--- config.mk ---
export PLATFORM = sky130hd
export DESIGN_NAME = square_spiral_zone_coordinate
export DESIGN_NICKNAME = d
export VERILOG_FILES = /design/src/sv/sszc_pkg.sv /design/src/sv/square_spiral_zone_coordinate.sv /design/src/sv/sszc_datapath.sv /design/src/sv/sszc_ctrl.sv
export SDC_FILE = /design/constraint.sdc
export NUM_CORES = 1
export LEC_CHECK = 0
export ABC_AREA = 1
export ABC_CLOCK_PERIOD_IN_PS = 9500
export BUFFER_PORTS_ARGS = -buffer_cell sky130_fd_sc_hd__clkbuf_2
export CAP_MARGIN = 25
export CELL_PAD_IN_SITES_DETAIL_PLACEMENT = 2
export CELL_PAD_IN_SITES_GLOBAL_PLACEMENT = 2
export CORE_ASPECT_RATIO = 0.5
export CORE_MARGIN = 2
export CORE_UTILIZATION = 38
export DETAILED_ROUTE_END_ITERATION = 12
export PLACE_DENSITY = 0.91
export SKIP_LAST_GASP = 1
export SLEW_MARGIN = 5
export SYNTH_ARGS = -nofsm -noshare
export SYNTH_HDL_FRONTEND = slang
export SYNTH_SLANG_ARGS = --single-unit
--- constraint.sdc ---
create_clock -name clk_i -period 9.5 [get_ports clk_i]
set_input_delay 0.95 -clock clk_i [delete_from_list [all_inputs] [get_ports clk_i]]
set_output_delay 0.95 -clock clk_i [all_outputs]
set_load 0.05 [all_outputs]
--- src/sv/sszc_pkg.sv ---
// Shared types and constants of the square spiral zone coordinate block.
package sszc_pkg;

  localparam int unsigned CoordW          = 19;
  localparam int unsigned IndexW          = 12;
  localparam int unsigned SizeW           = 12;
  localparam int unsigned LegW            = 7;
  localparam int unsigned FracW           = 4;
  localparam int unsigned MaxIndexDefault = 4095;
  localparam logic [SizeW-1:0] ZoneSizeReset = 12'd56;

  // Walk heading, numbered as the spiral turns counterclockwise downward.
  typedef enum logic [1:0] {
    HEAD_NORTH = 2'd0,
    HEAD_EAST  = 2'd1,
    HEAD_SOUTH = 2'd2,
    HEAD_WEST  = 2'd3
  } heading_e;

  typedef enum logic {
    ST_IDLE = 1'b0,
    ST_WALK = 1'b1
  } ctrl_state_e;

  // Commands from the controller to the datapath.
  typedef struct packed {
    logic load;
    logic step;
    logic out_load;
  } sszc_cmd_t;

  // Status from the datapath to the controller.
  typedef struct packed {
    logic walk_done;
  } sszc_sts_t;

endpackage

--- src/sv/square_spiral_zone_coordinate.sv ---
// Top level of the square spiral zone coordinate block.
// Each accepted zone index restarts the walk at (zone_size, zone_size) heading
// west and advances one spiral step per clock in the datapath until the step
// count reaches the index, held to MAX_INDEX and to the range of the index
// field. One index is walked at a time; a new index is taken as soon as the
// finished result sits in the output register, even if the output side still
// stalls. The zone size register may be written whenever the block is idle;
// its port is always ready.
module square_spiral_zone_coordinate import sszc_pkg::*; #(
  parameter int unsigned MAX_INDEX = MaxIndexDefault
) (
  input  logic                     clk_i,
  input  logic                     rst_ni,
  input  logic                     in_valid_i,
  output logic                     in_stall_o,
  input  logic [IndexW-1:0]        zone_index_i,
  output logic                     out_valid_o,
  input  logic                     out_stall_i,
  output logic signed [CoordW-1:0] zone_x_o,
  output logic signed [CoordW-1:0] zone_y_o,
  input  logic                     cfg_valid_i,
  output logic                     cfg_ready_o,
  input  logic [SizeW-1:0]         zone_size_i
);

  sszc_cmd_t cmd;
  sszc_sts_t sts;

  assign cfg_ready_o = 1'b1;

  sszc_ctrl u_ctrl (
    .clk_i       (clk_i),
    .rst_ni      (rst_ni),
    .in_valid_i  (in_valid_i),
    .in_stall_o  (in_stall_o),
    .out_valid_o (out_valid_o),
    .out_stall_i (out_stall_i),
    .sts_i       (sts),
    .cmd_o       (cmd)
  );

  sszc_datapath #(
    .MAX_INDEX (MAX_INDEX)
  ) u_datapath (
    .clk_i        (clk_i),
    .rst_ni       (rst_ni),
    .cmd_i        (cmd),
    .sts_o        (sts),
    .zone_index_i (zone_index_i),
    .cfg_we_i     (cfg_valid_i && cfg_ready_o),
    .zone_size_i  (zone_size_i),
    .zone_x_o     (zone_x_o),
    .zone_y_o     (zone_y_o)
  );

endmodule

--- src/sv/sszc_datapath.sv ---
// Datapath: zone size register, spiral walk registers and result register.
module sszc_datapath import sszc_pkg::*; #(
  parameter int unsigned MAX_INDEX = MaxIndexDefault
) (
  input  logic                     clk_i,
  input  logic                     rst_ni,
  input  sszc_cmd_t                cmd_i,
  output sszc_sts_t                sts_o,
  input  logic [IndexW-1:0]        zone_index_i,
  input  logic                     cfg_we_i,
  input  logic [SizeW-1:0]         zone_size_i,
  output logic signed [CoordW-1:0] zone_x_o,
  output logic signed [CoordW-1:0] zone_y_o
);

  // Step limit: the index field cannot ask for more than its own range.
  localparam int unsigned IndexMax = (1 << IndexW) - 1;
  localparam int unsigned Limit    = (MAX_INDEX > IndexMax) ? IndexMax : MAX_INDEX;
  localparam int unsigned CntW     = (Limit < 2) ? 1 : $clog2(Limit + 1);
  localparam logic signed [CoordW:0] CoordMax = (CoordW+1)'((1 << (CoordW-1)) - 1);
  localparam logic signed [CoordW:0] CoordMin = -(CoordW+1)'(1 << (CoordW-1));

  logic [SizeW-1:0]         zone_size_q;
  logic signed [CoordW-1:0] walk_x_q, walk_y_q, walk_x_d, walk_y_d;
  heading_e                 heading_q, heading_d;
  logic [LegW-1:0]          leg_len_q, leg_len_d;
  logic [LegW-1:0]          leg_steps_q, leg_steps_d;
  logic [1:0]               legs_q, legs_d;
  logic                     turn_q, turn_d;
  logic [CntW-1:0]          cnt_q, target_q;
  logic [CntW-1:0]          target_d;
  logic signed [CoordW-1:0] zone_x_q, zone_y_q;

  logic signed [CoordW:0]   step_dist;
  logic signed [CoordW:0]   sum;
  logic signed [CoordW-1:0] sat;
  logic                     on_x;
  logic [LegW-1:0]          len_a, steps_n;
  logic [1:0]               legs_a;

  // Configuration register; the user must write it between requests only, the block does not enforce this.
  always_ff @(posedge clk_i or negedge rst_ni) begin
    if (!rst_ni) begin
      zone_size_q <= ZoneSizeReset;
    end else if (cfg_we_i) begin
      zone_size_q <= zone_size_i;
    end
  end

  // Step distance is the integer part of the zone size, kept in fixed point.
  assign step_dist = (CoordW+1)'({zone_size_q[SizeW-1:FracW], {FracW{1'b0}}});

  // Requested step count, held to the limit.
  assign target_d = (zone_index_i > IndexW'(Limit)) ? CntW'(Limit) : CntW'(zone_index_i);

  // One spiral step: move along the heading and saturate the moved axis.
  always_comb begin
    on_x = (heading_q == HEAD_EAST) || (heading_q == HEAD_WEST);
    case (heading_q)
      HEAD_NORTH: sum = (CoordW+1)'(walk_y_q) + step_dist;
      HEAD_EAST:  sum = (CoordW+1)'(walk_x_q) + step_dist;
      HEAD_SOUTH: sum = (CoordW+1)'(walk_y_q) - step_dist;
      default:    sum = (CoordW+1)'(walk_x_q) - step_dist;
    endcase
    if (sum > CoordMax) begin
      sat = CoordMax[CoordW-1:0];
    end else if (sum < CoordMin) begin
      sat = CoordMin[CoordW-1:0];
    end else begin
      sat = sum[CoordW-1:0];
    end
    walk_x_d = on_x ? sat : walk_x_q;
    walk_y_d = on_x ? walk_y_q : sat;
  end

  // Leg bookkeeping: length grows after two legs, turn after a leg's last step.
  always_comb begin
    if (legs_q == 2'd2) begin
      len_a  = leg_len_q + LegW'(1);
      legs_a = 2'd0;
    end else begin
      len_a  = leg_len_q;
      legs_a = legs_q;
    end
    leg_len_d = len_a;
    steps_n   = leg_steps_q + LegW'(1);
    if (steps_n == len_a) begin
      leg_steps_d = '0;
      legs_d      = legs_a + 2'd1;
      turn_d      = 1'b1;
    end else begin
      leg_steps_d = steps_n;
      legs_d      = legs_a;
      turn_d      = 1'b0;
    end
    if (turn_q) begin
      case (heading_q)
        HEAD_NORTH: heading_d = HEAD_WEST;
        HEAD_EAST:  heading_d = HEAD_NORTH;
        HEAD_SOUTH: heading_d = HEAD_EAST;
        default:    heading_d = HEAD_SOUTH;
      endcase
    end else begin
      heading_d = heading_q;
    end
  end

  // Walk registers: reloaded on a new request, advanced one step a cycle until the walk is done.
  always_ff @(posedge clk_i or negedge rst_ni) begin
    if (!rst_ni) begin
      walk_x_q    <= '0;
      walk_y_q    <= '0;
      heading_q   <= HEAD_WEST;
      leg_len_q   <= LegW'(1);
      leg_steps_q <= '0;
      legs_q      <= 2'd1;
      turn_q      <= 1'b1;
      cnt_q       <= '0;
      target_q    <= '0;
    end else if (cmd_i.load) begin
      walk_x_q    <= CoordW'(zone_size_q);
      walk_y_q    <= CoordW'(zone_size_q);
      heading_q   <= HEAD_WEST;
      leg_len_q   <= LegW'(1);
      leg_steps_q <= '0;
      legs_q      <= 2'd1;
      turn_q      <= 1'b1;
      cnt_q       <= '0;
      target_q    <= target_d;
    end else if (cmd_i.step) begin
      walk_x_q    <= walk_x_d;
      walk_y_q    <= walk_y_d;
      heading_q   <= heading_d;
      leg_len_q   <= leg_len_d;
      leg_steps_q <= leg_steps_d;
      legs_q      <= legs_d;
      turn_q      <= turn_d;
      cnt_q       <= cnt_q + CntW'(1);
    end
  end

  assign sts_o.walk_done = (cnt_q == target_q);

  // Result register holds the finished beat while the output side stalls.
  always_ff @(posedge clk_i) begin
    if (cmd_i.out_load) begin
      zone_x_q <= walk_x_q;
      zone_y_q <= walk_y_q;
    end
  end

  assign zone_x_o = zone_x_q;
  assign zone_y_o = zone_y_q;

endmodule

--- src/sv/sszc_ctrl.sv ---
// Controller: request sequencing and output valid tracking.
module sszc_ctrl import sszc_pkg::*; (
  input  logic      clk_i,
  input  logic      rst_ni,
  input  logic      in_valid_i,
  output logic      in_stall_o,
  output logic      out_valid_o,
  input  logic      out_stall_i,
  input  sszc_sts_t sts_i,
  output sszc_cmd_t cmd_o
);

  ctrl_state_e state_q, state_d;
  logic        out_valid_q, out_valid_d;
  logic        out_free;

  // State register and output valid flag.
  always_ff @(posedge clk_i or negedge rst_ni) begin
    if (!rst_ni) begin
      state_q     <= ST_IDLE;
      out_valid_q <= 1'b0;
    end else begin
      state_q     <= state_d;
      out_valid_q <= out_valid_d;
    end
  end

  // The result register is free when empty or when its beat leaves now.
  assign out_free = !out_valid_q || !out_stall_i;

  // Next state and commands.
  always_comb begin
    state_d      = state_q;
    cmd_o        = '0;
    in_stall_o   = 1'b1;
    case (state_q)
      ST_IDLE: begin
        in_stall_o = 1'b0;
        if (in_valid_i) begin
          cmd_o.load = 1'b1;
          state_d    = ST_WALK;
        end
      end
      ST_WALK: begin
        if (!sts_i.walk_done) begin
          cmd_o.step = 1'b1;
        end else if (out_free) begin
          cmd_o.out_load = 1'b1;
          state_d        = ST_IDLE;
        end
      end
      default: begin
        state_d = ST_IDLE;
      end
    endcase
    if (cmd_o.out_load) begin
      out_valid_d = 1'b1;
    end else begin
      out_valid_d = out_valid_q && out_stall_i;
    end
  end

  assign out_valid_o = out_valid_q;

endmodule

==> results.toml, run 1 <==
[place]
portBuffers = 68
place.gp.congestion = 0.8475
dp_hpwl_um = 21130

[sta]
clock_skew_ns = 0.01612
worstMarginPinSlew_ns = 0.8907
final.min_clock_period_ns = 4.842
setup_tns_ns = 0
rsz0062_at_grt = "no"
relSlewSlack_pct = 40.62
fin_crit_sh_pct = 50.96
finalHoldViolCount = 0
drv_slew = 0
fmax_mhz = 206.5
finalSetupViolCount = 0
hold_slack_ns = 0.4461

[clocking]
clock_path_buffers = 2
clockRootBuffer = "clkbuf_16"
clk-insertion-delay-late_ns = 0.46
cts-buffers-inserted = 17
clock_sinks = 133
cts_tree = "built"
postCtsHoldBufs = 0
clkTransAtPathRegs_ns = 0.07
htreeDepth = 4
post-cts-setup-buffers = 0
cts_resized = 0

[flow_run]
maxCapViolations = 0

[logic_synthesis]
postSynthCellCount = 1045
synthTopCellsByArea = "dfrtp_1, nand2_1, edfxtp_1"
synth_compound_area_share_pct = 8.787
yosys.area.top_type = "dfrtp_1"
yosysSeqAreaShare_pct = 43.86
netlist_area_um2 = 8045
yosysWarnings = 0
synthSimpleGateAreaFrac_pct = 28.07
synthXorXnorAreaFrac_pct = 4.355
yosys_register_bits = 133
yosys.area_share.adder_pct = 6.874
synth.top_cell.area_share_pct = 27.06
syn_avg_cell_area_um2 = 7.699
synth_mux_area_share_pct = 1.058
syn-num-nets = 1117
synth_top_family_by_area = "simple AND/OR/NAND/NOR gates"
ys_types = 46

[cells_and_area]
multi_input_area_um2 = 3971
fillers = 2397
final-seq-area_um2 = 3528
fin_nets = 1181
area_growth_pct = 15.10
drive_above_1_share_pct = 12.48
antenna_cells = 0

[floorplan]
ios = 70
die_area_um2 = 22420
fp.dieH_um = 106.9
core_area_um2 = 20650
fp-row-count = 37
start_util_pct = 38.96
die_w_um = 209.8

[worst_setup_path]
r2r-start = "u_datapath.zone_size_q[6]"
worst-setup-path-type = "register to register"
rr_endpoint = "u_datapath.walk_y_q[3]"
crit_path_end = "u_datapath.walk_y_q[3]"
cp_max_fo = 16
cp.arrival_ns = 5.21
start_kind = "register"
cp-end-kind = "register"
required_ns = 9.87
cp-startpoint = "u_datapath.zone_size_q[6]"
rr_worst_depth = 21
reg2reg_setup_slack_ns = 4.66

[drt]
drt_iter0_drc = 400
viasPerCell = 5.576
drc = 0
wire_per_inst_um = 24.22
drtPass1Iterations = 5
ant_nets = 0
num_vias = 7778
drt_wl_total_um = 33780

[worst_hold_path]
min_path_type = "input pin to async pin"

[grt]
grt_usage_pct = 31.72
overflow = 0
grt_pass1_wl_um = 53220
antenna_found_initial = 1
grt_pass1_vias = 9071
grt_max_degree = 63

[status]
status = "finished, final reports clean"
-- cells by family (layout without fill, tap and decap cells) --
logic type / Yosys count / after routing
and+or+nand+nor: 553 / 553
buffers and inverters: 140 / 217
DFF: 133 / 133
AOI/OAI and AO/OA: 127 / 127
adders and majority gates: 43 / 43
xor gates and xnor gates: 40 / 40
muxes: 8 / 8
other: 1 / 1
-- per-stage QoR --
| step | instance area [um^2] | std cells | setup WS [ns] | util (%) |
|---|---|---|---|---|
| floorplan | 8045 | 1045 | 6.161 | - |
| global placement | 8637 | 1362 | 5.485 | 41.83 |
| detailed placement | 8665 | 1363 | 5.194 | 41.96 |
| CTS | 9260 | 1395 | 4.741 | 44.85 |
| global route | 9260 | 1395 | 4.284 | 44.85 |
| finish | 9260 | 1395 | 4.658 | 44.85 |
-- final cells by class --
| type | count | share of cell area (%) |
|---|---|---|
| Multi-Input combinational cell | 772 | 42.89 |
| Tap cell | 273 | 3.689 |
| Timing Repair Buffer | 73 | 4.324 |
| Sequential cell | 133 | 38.10 |
| Clock buffer | 20 | 5.175 |
| Inverter | 112 | 4.567 |
| Clock inverter | 12 | 1.257 |
-- worst max-delay path: stages (launching register included) --
cell,delay [ns]
dfrtp_1,0.47
nor3_1,0.36
nand3_1,0.28
nor3_1,0.51
ha_1,0.35
nand2_1,0.09
o21ai_0,0.15
ha_1,0.41
nand2_1,0.11
inv_1,0.15
nand2_1,0.10
nor2_1,0.12
nand2_1,0.10
nand3_1,0.11
nand3_1,0.20
nand2_2,0.17
nor2_2,0.07
nor2_4,0.45
nand2_1,0.15
nand2_1,0.13
nand2_1,0.06
nand2_1,0.18
-- synth_stat cells, drive strengths merged --
master / instances
nand2: 400
nor2: 68
a31o: 1
nand3: 56
and3: 1
xnor2: 10
or2: 6
edfxtp: 38
o32ai: 2
o21ai: 68
a21oi: 36
mux2i: 4
a22oi: 1
buf: 17
inv: 112
ha: 41
mux2: 4
nor3: 11
conb: 1
nand3b: 1
o211ai: 1
o21bai: 5
and2: 2
clkbuf: 11
dfstp: 8
dfrtp: 87
a22o: 1
fa: 2
a31oi: 4
a21boi: 1
nand4: 8
o22ai: 7
xor2: 30
-- state kept, by name (all words and copies together), names as in the netlist --
name / cells
u_datapath.zone_x_o: 19
u_datapath.turn_q: 1
u_datapath.zone_size_q: 12
u_ctrl.state_q: 1
u_datapath.leg_len_q: 7
u_datapath.walk_y_q: 19
u_datapath.leg_steps_q: 7
u_datapath.cnt_q: 12
u_datapath.walk_x_q: 19
u_datapath.legs_q: 2
u_datapath.zone_y_o: 19
u_ctrl.out_valid_o: 1
u_datapath.heading_q: 2
u_datapath.target_q: 12
-- per-layer routing --
layer  vias to the layer above  GRT usage [%]  wire [um]
li1                       3473              -          -
met2                       219          58.31      17540
met5                         -              0         12
met3                       102          5.712       1204
met1                      3982          35.59      13600
met4                         2          16.41       1424
-- cells in the final DEF, fill, tap and decap left out, types with 3 or more instances in the layout --
master / count
clkbuf_2: 67
clkinv_4: 5
mux2_2: 4
nand2_1: 396
edfxtp_1: 38
nand2_2: 4
ha_1: 41
o22ai_1: 7
o21ai_1: 5
clkbuf_16: 19
a21oi_1: 33
nor2_2: 3
dfrtp_1: 87
nand3_1: 56
xor2_1: 30
o21bai_1: 5
mux2i_1: 4
a31oi_1: 4
inv_2: 5
nor2_1: 62
dfstp_2: 8
nor3_2: 3
inv_1: 106
inv_6: 3
nor2_4: 3
nor3_1: 8
nand4_1: 8
xnor2_1: 10
o21ai_0: 63
buf_4: 5
a21oi_4: 3
-- worst min-delay path by stage --
stage / from / cells past startpoint / to / slack (ns)
2_1_floorplan: u_datapath.walk_y_q[0] / 0 / u_datapath.zone_y_o[0] / 0.45
3_3_place_gp: u_datapath.walk_x_q[0] / 0 / u_datapath.zone_x_o[0] / 0.47
3_5_place_dp: u_datapath.walk_y_q[0] / 0 / u_datapath.zone_y_o[0] / 0.47
4_1_cts: rst_ni / 1 / u_datapath.leg_steps_q[2] / 0.45
5_1_grt: rst_ni / 1 / u_datapath.leg_steps_q[2] / 0.47
6_report: rst_ni / 1 / u_datapath.leg_steps_q[2] / 0.45
Power of run 1 is left out: the tool's default activity adds up to more than one toggle a clock period on the data nets, which glitch-free logic cannot reach.
==> run 2, diff against run 1 <==
--- a/config.mk
+++ b/config.mk
@@ -6,16 +6,16 @@
 export NUM_CORES = 1
 export LEC_CHECK = 0
 export ABC_AREA = 1
-export ABC_CLOCK_PERIOD_IN_PS = 9500
+export ABC_CLOCK_PERIOD_IN_PS = 4100
 export BUFFER_PORTS_ARGS = -buffer_cell sky130_fd_sc_hd__clkbuf_2
 export CAP_MARGIN = 25
 export CELL_PAD_IN_SITES_DETAIL_PLACEMENT = 2
 export CELL_PAD_IN_SITES_GLOBAL_PLACEMENT = 2
 export CORE_ASPECT_RATIO = 0.5
 export CORE_MARGIN = 2
-export CORE_UTILIZATION = 38
+export CORE_UTILIZATION = 32
 export DETAILED_ROUTE_END_ITERATION = 12
-export PLACE_DENSITY = 0.91
+export PLACE_DENSITY = 0.82
 export SKIP_LAST_GASP = 1
 export SLEW_MARGIN = 5
 export SYNTH_ARGS = -nofsm -noshare
==> constraint.sdc (replaced) <==
create_clock -name clk_i -period 4.1 [get_ports clk_i]
set_input_delay 0.41 -clock clk_i [delete_from_list [all_inputs] [get_ports clk_i]]
set_output_delay 0.41 -clock clk_i [all_outputs]
set_load 0.05 [all_outputs]
==> run 2 against run 1 <==
Against the previous run: clock skew fell by 0.0015 ns; sequential share of layout area decreased by 1.0 points; non-clock buffer count is 14 higher; wire length shrank 17%; register-to-register slack worse by 4.4 ns; utilization shrank 5.7 points; sequential cell count unchanged; final cell count up 5.5%; die area increased by 18%; via count decreased by 5.7%; critical endpoint is now u_datapath.walk_x_q[1]; highest routed layer is now met4.
==> results.toml, run 2 (synthesis results as in run 1) <==
[worst_setup_path]
critical-path-top-delay-family = "simple AND/OR/NAND/NOR gates"
cp-startpoint = "u_datapath.zone_size_q[5]"
rr_worst_depth = 28
cp-end-kind = "register"
cp_max_fo = 16
r2r-start = "u_datapath.zone_size_q[5]"
cp_common_cell = "nand2_1"
cp_slowest_stage_delay_ns = 0.58
start_kind = "register"
worst-setup-path-type = "register to register"
crit_buf_inv = 5
crit_slowest_cell = "dfstp_2"
crit_cells = 28
required_ns = 4.49
cp.arrival_ns = 4.21

[drt]
drc = 0
drtPass1Iterations = 4
topRoutingLayerUsed = "met4"
ant_nets = 0
wl_met1_um = 12070
num_vias = 7337
viasPerCell = 4.984
drt_wl_total_um = 27950
wire_per_inst_um = 18.99
drt_iter0_drc = 422
wl_met2_um = 14490
met3_length_um = 970

[grt]
grt_pass1_vias = 8305
grt_max_degree = 72
grt_pass1_wl_um = 44920
overflow = 0
grt_usage_pct = 22.05
antenna_found_initial = 0

[sta]
finalHoldViolCount = 0
fmax_mhz = 261.7
final.min_clock_period_ns = 3.822
clock_skew_ns = 0.01463
setup_tns_ns = 0
fin_crit_sh_pct = 93.21
worstMarginPinSlew_ns = 0.7774
finalSetupViolCount = 0
relSlewSlack_pct = 48.06
drv_slew = 0

[cells_and_area]
antenna_cells = 0
fin_nets = 1195
multi_input_area_um2 = 4018
fin_util_pct = 39.11
layout_common_cells = "nand2_1, inv_1, dfrtp_1"
fillers = 2839
layout_commonest_cell = "nand2_1"
area_growth_pct = 18.24
final_cells = 1472
final-seq-area_um2 = 3528
drive_above_1_share_pct = 14.08

[floorplan]
ios = 70
core_area_um2 = 24320
die_w_um = 228.2
start_util_pct = 33.08
fp-row-count = 40
die_area_um2 = 26500
fp.dieH_um = 116.1

[status]
status = "finished, final reports clean"

[clocking]
htreeDepth = 4
clk-insertion-delay-late_ns = 0.46
cts_tree = "built"
clockRootBuffer = "clkbuf_16"
clock_sinks = 133
cts-buffers-inserted = 17
clkTransAtPathRegs_ns = 0.07
clock_path_buffers = 2

[place]
placed_cells = 1432
portBuffers = 68
dp_hpwl_um = 20260
place.gp.congestion = 0.8225

[worst_hold_path]
min_from = "zone_index_i[5]"
worstHoldPathCells = 3
min_path_type = "input pin to register"

[flow_run]
maxCapViolations = 0
## run 2: cell count changes in the layout (fill, tap and decap cells not counted), moves of 2 or more
cell       delta
o21ai_0       -2
o21ai_1       +2
clkbuf_16     -2
inv_6         +5
nor3_1        -2
clkinv_4      -4
nand2_1       -2
buf_12        +2
buf_4        +11
nor2_4        +2
## run 2: metal layers
layer	global-route usage, %	vias up
li1	-	3517
met1	26.27	3708
met2	40.89	85
met3	4.053	27
met4	7.320	0
met5	0	-
## run 2: through the flow
step	setup slack (ns)	area, um^2	hold slack, ns
4_1_cts	0.006980	9376	0.1276
2_1_floorplan	0.7613	8045	0.1144
5_1_grt	-0.05770	9513	0.1566
3_5_place_dp	0.001667	8781	0.4682
6_report	0.2782	9513	0.1469
3_3_place_gp	0.2677	8781	0.4667
## run 2: tightest hold or removal path, cell delays in order
cell and delay, ns:
clkbuf_2 0.07, nand2_1 0.04, nand2_1 0.04
## run 2: path summary, 6_finish.rpt
path                       slack [ns]                      end
min                              0.15   u_datapath.target_q[5]
min reg2reg                      0.49   u_datapath.zone_y_o[0]
max in group asynchronous        2.74  u_datapath.walk_y_q[15]
min in group asynchronous        0.34   u_datapath.target_q[3]
max                              0.28   u_datapath.walk_x_q[1]
max reg2reg                      0.28   u_datapath.walk_x_q[1]
## run 2: area by class of cell
cell class / instances / area share, %
well taps: 336 / 4.419
flip-flops and latches: 133 / 37.09
repair buffers: 87 / 5.603
clock buffers: 17 / 4.472
multi-input cells: 772 / 42.23
clock inverters: 15 / 1.736
inverters: 112 / 4.446
## run 2: timing repair
action | CTS | global route
hold buffers | 0 | 1
gates cloned | 0 | 0
resized for setup | 1 | 12
setup endpoints to repair | 5 | 36
pin swaps | 0 | 3
buffers inserted | 0 | 6
hold endpoints to repair | 0 | 11
Power of run 2 is left out for the same reason.
==> run 3, diff against run 2 <==
--- a/config.mk
+++ b/config.mk
@@ -5,15 +5,11 @@
 export SDC_FILE = /design/constraint.sdc
 export NUM_CORES = 1
 export LEC_CHECK = 0
-export ABC_AREA = 1
 export ABC_CLOCK_PERIOD_IN_PS = 4100
 export BUFFER_PORTS_ARGS = -buffer_cell sky130_fd_sc_hd__clkbuf_2
 export CAP_MARGIN = 25
-export CELL_PAD_IN_SITES_DETAIL_PLACEMENT = 2
-export CELL_PAD_IN_SITES_GLOBAL_PLACEMENT = 2
-export CORE_ASPECT_RATIO = 0.5
 export CORE_MARGIN = 2
-export CORE_UTILIZATION = 32
+export CORE_UTILIZATION = 54
 export DETAILED_ROUTE_END_ITERATION = 12
 export PLACE_DENSITY = 0.82
 export SKIP_LAST_GASP = 1
==> run 3 against run 2 <==
Against the previous run: critical path depth decreased by 11; cell area shrank 4.6%; first-iteration DRC count increased by 19%; clock skew shrank 0.0036 ns; non-clock buffer count is 14 higher; wire length decreased by 28%; global-route usage grew 5.5 points; clock-buffer cell count is 1 higher; register-to-register slack worse by 0.09 ns; fmax shrank 2.4%; utilization rose by 26 points; die area fell by 42%; critical path type unchanged; critical endpoint is now u_datapath.walk_y_q[0].
==> results.toml, run 3 <==
[drt]
drtPass1Iterations = 7
drc = 0
drt_wl_total_um = 20140
ant_nets = 0
wire_per_inst_um = 19.11
viasPerCell = 6.119
drt_iter0_drc = 504
num_vias = 6449

[place]
place_ws_ns = 0.02016
portBuffers = 68
dp_hpwl_um = 13960
place.gp.congestion = 0.9388

[logic_synthesis]
netlist_area_um2 = 7730
synth.most_common_cell = "nand2_1"
synthTopCellsByArea = "dfrtp_1, edfxtp_1, ha_1"
ys_types = 66
synth.top_cell.area_share_pct = 28.16
synth_common_cells = "nand2_1, dfrtp_1, nor2_1"
syn_avg_cell_area_um2 = 9.897
postSynthCellCount = 781
yosysWarnings = 0
yosysSeqAreaShare_pct = 45.65
yosys.area.top_type = "dfrtp_1"
yosys_register_bits = 133
synth_edf_count = 38
syn-num-nets = 853
async_flop_share_pct = 71.43
ys.flop_type = "dfrtp_1"

[cells_and_area]
drive_above_1_share_pct = 23.57
fillers = 1057
area_growth_pct = 17.43
fin_nets = 933
antenna_cells = 0
layout_common_cells = "nand2_1, dfrtp_1, clkbuf_2"
layout_commonest_cell = "nand2_1"

[floorplan]
die_area_um2 = 15290
ios = 70
die_w_um = 123.6
fp-row-count = 43
start_util_pct = 55.47
fp.dieH_um = 123.6
core_area_um2 = 13930

[sta]
rsz0062_at_grt = "no"
worstMarginPinSlew_ns = 1.138
setup_tns_ns = 0
fmax_mhz = 255.5
fin_crit_sh_pct = 95.46
relSlewSlack_pct = 23.88
final.min_clock_period_ns = 3.914
setup_ws_ns = 0.1862
clock_skew_ns = 0.01107
finalHoldViolCount = 0
finalSetupViolCount = 0
drv_slew = 0

[status]
status = "finished, final reports clean"

[worst_setup_path]
reg2reg_setup_slack_ns = 0.19
rr_worst_depth = 17
rr_endpoint = "u_datapath.walk_y_q[0]"
worst-setup-path-type = "register to register"
start_kind = "register"
required_ns = 4.46
cp-end-kind = "register"
r2r-start = "u_datapath.zone_size_q[6]"
cp.arrival_ns = 4.27
cp_max_fo = 8

[grt]
antenna_found_initial = 0
overflow = 0
grt_max_degree = 58
grt_pass1_wl_um = 31650
grt_pass1_vias = 6246
grt_usage_pct = 27.54

[clocking]
clkTransAtPathRegs_ns = 0.06
cts_tree = "built"
clock_path_buffers = 2
cts-buffers-inserted = 17
htreeDepth = 4
clock_sinks = 133
clk-insertion-delay-late_ns = 0.43
clockRootBuffer = "clkbuf_16"

[worst_hold_path]
min_path_type = "input pin to async pin"

[flow_run]
maxCapViolations = 0
==> run 3: stage by stage <==
| step | hold WS (ns) | cell area, um^2 | util [%] | cells |
|---|---|---|---|---|
| 2_1_floorplan | 0.1144 | 7730 | - | 781 |
| 3_3_place_gp | 0.4740 | 8357 | 59.97 | 1018 |
| 3_5_place_dp | 0.4787 | 8357 | 59.97 | 1018 |
| 4_1_cts | 0.07666 | 8955 | 64.26 | 1050 |
| 5_1_grt | 0.1127 | 9077 | 65.14 | 1054 |
| 6_report | 0.05689 | 9077 | 65.14 | 1054 |
==> run 3: area by class of cell <==
cell class / count / area [um^2] / area share (%)
Tap cell: 180 / 225.2 / 2.481
Multi-Input combinational cell: 589 / 4053 / 44.65
Clock inverter: 14 / 158.9 / 1.751
Inverter: 19 / 71.32 / 0.7857
Timing Repair Buffer: 101 / 601.8 / 6.630
Clock buffer: 18 / 439.2 / 4.838
Sequential cell: 133 / 3528 / 38.87
==> run 3: repair_timing <==
| item | CTS | global route |
|---|---|---|
| hold buffers | 0 | 0 |
| setup endpoints to repair | 0 | 36 |
| setup buffers | 0 | 3 |
| resized for setup | 0 | 21 |
==> run 3: how the worst max path moves through the flow <==
stage | from | end | slack [ns] | cells after the start
floorplan | u_datapath.zone_size_q[6] | u_datapath.walk_y_q[2] | 0.24 | 15
global placement | u_datapath.zone_size_q[5] | u_datapath.walk_x_q[7] | 0.16 | 17
detailed placement | u_datapath.zone_size_q[5] | u_datapath.walk_x_q[7] | 0.02 | 17
CTS | u_datapath.zone_size_q[5] | u_datapath.walk_x_q[7] | 0.03 | 17
global route | u_datapath.zone_size_q[5] | u_datapath.walk_y_q[10] | 0.01 | 18
finish | u_datapath.zone_size_q[6] | u_datapath.walk_y_q[0] | 0.19 | 17
==> run 3: worst max-delay path, cell delays in order (launching register included) <==
cell and delay [ns]:
dfrtp_1 0.38, buf_4 0.17, nor2_1 0.17, nand2_1 0.08, nor3_1 0.25, nor3b_1 0.24, buf_4 0.17, nor2_1 0.07
ha_1 0.39, a21o_1 0.26, a211o_1 0.29, o21a_1 0.19, a211oi_2 0.22, nor2_1 0.08, a32oi_2 0.31, buf_6 0.19
o221a_2 0.20, o221a_2 0.19
==> run 3: routing by layer <==
layer	global-route usage, %	part of all wire (%)
met2	45.05	49
met5	0	0
met3	5.632	6.3
met4	15.20	4.6
met1	34.16	40
==> run 3: kinds of logic (layout without fill, tap and decap cells) <==
kind of cell               count (synthesis)  in the layout  share of synthesized area, %
muxes                                     17             17                         2.428
AOI/OAI and AO/OA                        183            183                         16.72
buffers and inverters                     59            152                         3.156
adders and majority gates                 43             43                         7.154
DFF                                      133            133                         45.65
xor gates and xnor gates                  72             72                         8.433
and+or+nand+nor                          273            273                         16.41
other                                      1              1                       0.04851
Power of run 3 is left out for the same reason.
